[src/sv/prime_factorizer_top_assert.svh]
// ----------------------------------------------------------------------------
// prime factorizer assertion macros
// shared property forms for the factorizer modules, clocked on clk and
// disabled while arst_n is low
// ----------------------------------------------------------------------------
`ifndef PRIME_FACTORIZER_TOP_ASSERT_SVH
`define PRIME_FACTORIZER_TOP_ASSERT_SVH

// same-cycle implication
`define PF_ASSERT_NOW(label, ante, cons, msg) \
	label: assert property (@(posedge clk) disable iff (!arst_n) (ante) |-> (cons)) \
		else $error(msg);

// next-cycle implication
`define PF_ASSERT_NEXT(label, ante, cons, msg) \
	label: assert property (@(posedge clk) disable iff (!arst_n) (ante) |=> (cons)) \
		else $error(msg);

`endif

[src/sv/pf_pkg.sv]
// ----------------------------------------------------------------------------
// pf_pkg
// types and constants shared by the prime factorizer modules
// ----------------------------------------------------------------------------
package pf_pkg;

	localparam int FactorWidth = 31;
	localparam int StatusWidth = 2;
	localparam int MaxResults  = 31;
	localparam int CountWidth  = 5;

	localparam logic [StatusWidth-1:0] ST_OK      = 2'd0;
	localparam logic [StatusWidth-1:0] ST_ONE     = 2'd1;
	localparam logic [StatusWidth-1:0] ST_NOT_POS = 2'd2;

	// divider status toward the controller
	typedef struct packed {
		logic done;
		logic rem_zero;
	} pf_div_res_t;

endpackage

[src/sv/pf_divider.sv]
// ----------------------------------------------------------------------------
// pf_divider
// bit-serial restoring divider: one quotient bit per cycle, the dividend
// register shifts out at the top while quotient bits shift in at the bottom
// ----------------------------------------------------------------------------
module pf_divider import pf_pkg::*; #(
	parameter int VW = 31,
	parameter int DW = 17
) (
	input  logic          clk,
	input  logic          arst_n,
	input  logic          go,
	input  logic [VW-1:0] dividend,
	input  logic [DW-1:0] divisor,
	output logic [VW-1:0] quotient,
	output pf_div_res_t   res
);

	localparam int CW = $clog2(VW + 1);

	logic [VW-1:0] dq_q;
	logic [DW-1:0] r_q;
	logic [DW-1:0] dv_q;
	logic [CW-1:0] cnt_q;
	logic          done_q;

	logic [DW:0]   trial;
	logic [DW:0]   diff;
	logic          ge;

	assign trial = {r_q, dq_q[VW-1]};
	assign diff  = trial - {1'b0, dv_q};
	assign ge    = trial >= {1'b0, dv_q};

	always_ff @(posedge clk or negedge arst_n) begin
		if (!arst_n) begin
			cnt_q  <= '0;
			done_q <= 1'b0;
		end else begin
			done_q <= 1'b0;
			if (go) begin
				cnt_q <= CW'(VW);
			end else if (cnt_q != '0) begin
				cnt_q <= cnt_q - CW'(1);
				if (cnt_q == CW'(1)) begin
					done_q <= 1'b1;
				end
			end
		end
	end

	always_ff @(posedge clk) begin
		if (go) begin
			dq_q <= dividend;
			r_q  <= '0;
			dv_q <= divisor;
		end else if (cnt_q != '0) begin
			dq_q <= {dq_q[VW-2:0], ge};
			// partial remainder stays below the divisor
			r_q  <= ge ? diff[DW-1:0] : trial[DW-1:0];
		end
	end

	assign quotient     = dq_q;
	assign res.done     = done_q;
	assign res.rem_zero = (r_q == '0);

	`include "prime_factorizer_top_assert.svh"

	`PF_ASSERT_NEXT(a_done_ends_run, (cnt_q == CW'(1)) && !go, done_q, "divider missed done")
	`PF_ASSERT_NOW(a_done_idle, done_q, cnt_q == '0, "divider done while running")

endmodule

[src/sv/prime_factorizer_top.sv]
// ----------------------------------------------------------------------------
// prime_factorizer_top
// trial-division prime factorization, factors emitted in ascending order
// ----------------------------------------------------------------------------
//  channel   handshake              payload
//  input     start & !busy          number
//  result    valid (one cycle)      factor, status, last
//
//  one trial division is a bit-serial divide, launched in S_GO and awaited in
//  S_WAIT, so an input runs one such divide per trial divisor plus one per factor found;
//  worst case about 46341 trial divisors at DATA_WIDTH 32
//  zero, negative and one inputs answer in the cycle after start without going busy
//  reset clears control and the result strobe; the receiver cannot stall
// ----------------------------------------------------------------------------
module prime_factorizer_top import pf_pkg::*; #(
	parameter int DATA_WIDTH = 32
) (
	input  logic                   clk,
	input  logic                   arst_n,
	input  logic                   start,
	input  logic signed [31:0]     number,
	output logic                   busy,
	output logic                   valid,
	output logic [FactorWidth-1:0] factor,
	output logic [StatusWidth-1:0] status,
	output logic                   last
);

	localparam int VW = DATA_WIDTH - 1;
	localparam int DW = DATA_WIDTH / 2 + 1;

	localparam logic [1:0] S_IDLE = 2'd0;
	localparam logic [1:0] S_GO   = 2'd1;
	localparam logic [1:0] S_WAIT = 2'd2;

	logic [1:0]             state_q;
	logic [VW-1:0]          rem_q;
	logic [DW-1:0]          d_q;
	logic [CountWidth-1:0]  n_q;
	logic                   valid_q;
	logic [FactorWidth-1:0] factor_q;
	logic [StatusWidth-1:0] status_q;
	logic                   last_q;

	logic [63:0]            num_ext;
	logic [DATA_WIDTH-1:0]  v;
	logic [VW-1:0]          quot;
	pf_div_res_t            div_res;
	logic                   div_go;
	logic                   cap;

	assign num_ext = {{32{number[31]}}, number};
	assign v       = num_ext[DATA_WIDTH-1:0];
	assign div_go  = (state_q == S_GO);
	assign cap     = (n_q == CountWidth'(MaxResults - 1));

	pf_divider #(
		.VW(VW),
		.DW(DW)
	) u_div (
		.clk     (clk),
		.arst_n  (arst_n),
		.go      (div_go),
		.dividend(rem_q),
		.divisor (d_q),
		.quotient(quot),
		.res     (div_res)
	);

	always_ff @(posedge clk or negedge arst_n) begin
		if (!arst_n) begin
			state_q <= S_IDLE;
			valid_q <= 1'b0;
			n_q     <= '0;
		end else begin
			valid_q <= 1'b0;
			unique case (state_q)
				S_IDLE: begin
					if (start) begin
						if (v[DATA_WIDTH-1] || v == '0 || v == DATA_WIDTH'(1)) begin
							valid_q <= 1'b1;
						end else begin
							n_q     <= '0;
							state_q <= S_GO;
						end
					end
				end
				S_GO: begin
					state_q <= S_WAIT;
				end
				S_WAIT: begin
					if (div_res.done) begin
						if (div_res.rem_zero) begin
							valid_q <= 1'b1;
							n_q     <= n_q + CountWidth'(1);
							state_q <= (quot == VW'(1) || cap) ? S_IDLE : S_GO;
						end else if (VW'(d_q) > quot) begin
							valid_q <= 1'b1;
							state_q <= S_IDLE;
						end else begin
							state_q <= S_GO;
						end
					end
				end
				default: begin
					state_q <= S_IDLE;
				end
			endcase
		end
	end

	always_ff @(posedge clk) begin
		unique case (state_q)
			S_IDLE: begin
				d_q      <= DW'(2);
				rem_q    <= v[VW-1:0];
				factor_q <= '0;
				last_q   <= 1'b1;
				status_q <= (v == DATA_WIDTH'(1)) ? ST_ONE : ST_NOT_POS;
			end
			S_WAIT: begin
				if (div_res.done) begin
					status_q <= ST_OK;
					if (div_res.rem_zero) begin
						factor_q <= FactorWidth'(d_q);
						last_q   <= (quot == VW'(1)) || cap;
						rem_q    <= quot;
					end else if (VW'(d_q) > quot) begin
						// cofactor left over is prime
						factor_q <= FactorWidth'(rem_q);
						last_q   <= 1'b1;
					end else begin
						d_q <= d_q + DW'(1);
					end
				end
			end
			default: begin
			end
		endcase
	end

	assign busy   = (state_q != S_IDLE);
	assign valid  = valid_q;
	assign factor = factor_q;
	assign status = status_q;
	assign last   = last_q;

	`include "prime_factorizer_top_assert.svh"

	`PF_ASSERT_NEXT(a_accept_acts, start && !busy, busy || valid, "accepted beat dropped")
	`PF_ASSERT_NOW(a_err_is_last, valid && status != ST_OK, last && factor == '0,
		"error result not last")
	`PF_ASSERT_NOW(a_done_in_wait, div_res.done, state_q == S_WAIT, "divider done out of turn")
	`PF_ASSERT_NOW(a_factor_nonzero, valid && status == ST_OK, factor != '0, "zero factor")

endmodule

[config.mk]
export PLATFORM = sky130hd
export DESIGN_NAME = prime_factorizer_top
export DESIGN_NICKNAME = d
export VERILOG_FILES = /design/src/sv/pf_pkg.sv /design/src/sv/pf_divider.sv /design/src/sv/prime_factorizer_top.sv
export VERILOG_INCLUDE_DIRS = /design/src /design/src/sv
export SDC_FILE = /design/constraint.sdc
export NUM_CORES = 1
export LEC_CHECK = 0
export ABC_CLOCK_PERIOD_IN_PS = 8300
export BUFFER_PORTS_ARGS = -buffer_cell sky130_fd_sc_hd__buf_2
export CAP_MARGIN = 40
export CORE_MARGIN = 10
export CORE_UTILIZATION = 50
export DETAILED_ROUTE_END_ITERATION = 8
export GPL_ROUTABILITY_DRIVEN = 0
export PLACE_DENSITY_LB_ADDON = 0.05
export SETUP_SLACK_MARGIN = 0.5
export SLEW_MARGIN = 20
export SYNTH_ARGS = -nofsm -noshare
export SYNTH_HDL_FRONTEND = slang
export SYNTH_SLANG_ARGS = --single-unit
export TNS_END_PERCENT = 50
[constraint.sdc]
create_clock -name clk -period 8.3 [get_ports clk]
set_input_delay 1.66 -clock clk [delete_from_list [all_inputs] [get_ports clk]]
set_output_delay 1.66 -clock clk [all_outputs]
set_load 0.01 [all_outputs]
==> results by group <==
Timing
  – Max-slew headroom: 48.2%
  – Slew Limit Fails: 0
  – Period utilisation layout: 36.8%
  – F_max: between 0.3 and 0.4 GHz
  – Setup tns final: 0 ns
  – Post-layout min period: 3.05 ns
  – RSZ-0062 raised after global routing: no
  – Hold Violations, Final: 0
  – Final setup fails: 0
  – Clock Skews: 0.0151 ns
  – Worst slew pin tran: 0.775 ns
  – Final hold slack: 0.523 ns

Setup path
  – Critical path capture point type: output pin
  – Crit path required time: roughly 6.6 ns
  – CP Launch Type: flop
  – Crit Path Category: reg -> out
  – Crit path DAT: around 1.4 ns
  – Critical Path Fanout Max: 7

Power and ir drop
  – Sw frac: about a fifth
  – Sequential power share: 50.2%
  – PD cells: about 180 nW/um^2
  – Pleak: 4.09 nW
  – Net load switching power: 0.339 mW
  – Peak supply drop: 0.146 mV
  – Internal power: ~1.4 mW
  – Power share of the clock group: 49.0%
  – Comb pwr share: 0.8%

Yosys
  – Most common cell in the netlist: nand2_1
  – Synth area leader: edfxtp_1
  – Synth Cell Area: around 8300 sq um
  – Top cells by count, synth: 150 x nand2_1, 130 x edfxtp_1, 69 x o21ai_0
  – Cell count after synthesis: between 800 and 900
  – Post-synth top flop: edfxtp_1
  – Synth cell types: 58
  – Post-synth EDFFs: 130
  – Synth top area share: 46.8%
  – Seq/Total Area, Yosys: 55.0%
  – Mean Syn Cell Area: 10.2 sq um
  – Yosys warns: 0
  – Synthesized Nets: 898
  – FFs w/ async S/R, synth: 8.70%
  – Dominant cells by area after synthesis: edfxtp_1 47%, nand2_1 6.7%, ha_1 6.0%, dfrtp_1 4.2%, o21ai_0 4.1%
  – Seq cells post-synth: 161

Clock network
  – Skew-Pair Late Insertion Delay: 0.43 ns
  – Clk sink count: 161
  – Clk pin slew, worst setup/hold paths: approximately 0.06 ns
  – CTS tree: built
  – Root Buffer: clkbuf_16
  – CTS Hold Buffers Added: 0
  – CTS buffer count: 17
  – Clk buf depth: 2
  – H-tree depth: 4
  – Total setup buffers inserted after CTS: 0
  – Post_cts resized: 0

Drt
  – Iter 0 DRT Violations: roughly 520
  – DRC viols: 0
  – WL/cell: 18.6 um
  – Final wirelength: 20800 um
  – Via count: 6385
  – Antenna Nets Post-Route: 0
  – Vias per inst: 5.72
  – Pre-antenna DRT Iters: 5

Floorplan
  – Die Height: about 150 um
  – DIE WIDTH: between 100 and 150 um
  – Core area: 16500 sq um
  – Initial Util: 50.7%
  – Num rows: 47
  – Ports: 71
  – Die area: 22300 sq um

Place
  – Placed inst area: roughly 8900 sq um
  – Port bufs: 70
  – Hpwl dp: 14700 um

GRT
  – Vias in the first global route: 6389
  – Initial antenna violation count: 0
  – Largest net degree at the start of global routing: 84
  – Global-route wire length before repair: 33400 um
  – GR Util All Layers: 19.0%
  – Grt total ovfl: 0

Finish
  – FILL cells: 1435
  – Fin nets: 961
  – Number of diodes: 0
  – Register area: 4590 sq um
  – Multi-input gate area: 3440 sq um
  – Layout cells sized above 1: a little over an eighth
  – Area Growth Syn to Fin: 14.9%
  – Fin area: 9590 sq um

Hold path
  – Worst hold path class: reg -> reg

Run
  – Max_cap viols: 0

Run status
  – Status: finished clean
-- placed cells by master (no fill, tap or decap), drive strengths merged, types with 5 or more instances in the layout --
| cell | count |
|---|---|
| clkinvlp | 5 |
| nand2 | 151 |
| edfxtp | 130 |
| dfxtp | 17 |
| dfrtp | 14 |
| o21ai | 69 |
| xor2 | 22 |
| a31oi | 6 |
| nand4 | 19 |
| and3 | 23 |
| inv | 52 |
| clkbuf | 17 |
| o211ai | 7 |
| nor3 | 13 |
| a21oi | 34 |
| mux2i | 17 |
| nor2 | 63 |
| xnor2 | 6 |
| nand3 | 18 |
| ha | 40 |
| a211oi | 5 |
| nor4 | 20 |
| buf | 80 |
| nand2b | 9 |
-- final cells by class --
cell class / count / area share, %
repair buffers: 80 / 4.83
clock buffers: 17 / 4.44
inverters: 49 / 1.92
flip-flops and latches: 161 / 47.9
multi-input cells: 576 / 35.9
clock inverters: 14 / 2.13
well taps: 220 / 2.87
-- cells by family after synthesis --
logic type      synth area share [%]
mux                             2.17
xor+xnor                        2.94
flops                           55.0
fa+ha+maj                       6.24
simple gates                    18.8
compound gates                  10.9
buf+inv                         4.00
-- metal layers --
layer	up-vias	GRT usage (%)	wire length [um]
li1	3092	-	-
met1	3079	25.0	9460
met2	185	30.4	9970
met3	29	4.22	972
met4	0	6.72	379
met5	-	0	0
-- path summary, 6_finish.rpt --
kind	from	to	slack, ns	cells after the start
max reg2reg	u_div.quotient[30]	u_div.r_q[11]	5.29	10
min in group asynchronous	arst_n	u_div.cnt_q[0]	1.13	1
max	state_q[0]	busy	5.25	3
min	u_div.r_q[6]	u_div.r_q[7]	0.52	2
min reg2reg	u_div.r_q[6]	u_div.r_q[7]	0.52	2
max in group asynchronous	arst_n	n_q[2]	6.94	1
-- power by group through the flow --
stage / sequential, mW / clock, mW / combinational (mW)
3_3_place_gp: 0.878 / 0 / 0.0132
2_1_floorplan: 0.878 / 0 / 0.00107
4_1_cts: 0.860 / 0.849 / 0.0135
5_1_grt: 0.860 / 0.882 / 0.0147
6_report: 0.860 / 0.839 / 0.0134
3_5_place_dp: 0.878 / 0 / 0.0133
-- metrics by stage --
stage	setup WS, ns	instances	power, mW	utilization, %
after floorplan	4.86	822	0.879	-
after global placement	4.99	1083	0.891	54.0
after detailed placement	4.93	1084	0.891	54.2
after CTS	5.06	1115	1.72	58.0
after global routing	5.04	1117	1.76	58.2
final	5.25	1117	1.71	58.2
-- flip-flops by register name, indices dropped and copies added, names as in the netlist --
| signal | count |
|---|---|
| status | 2 |
| u_div.cnt_q | 5 |
| d_q | 17 |
| valid | 1 |
| last | 1 |
| u_div.done_q | 1 |
| n_q | 5 |
| u_div.r_q | 17 |
| u_div.dv_q | 17 |
| rem_q | 31 |
| factor | 31 |
| u_div.quotient | 31 |
| state_q | 2 |
-- worst max-delay path: stages (launching register included) --
cell and delay [ns]:
dfrtp_1 0.47, nor2_1 0.27, inv_1 0.08, buf_2 0.15
No activity file was read; power rests on OpenSTA's default activity.
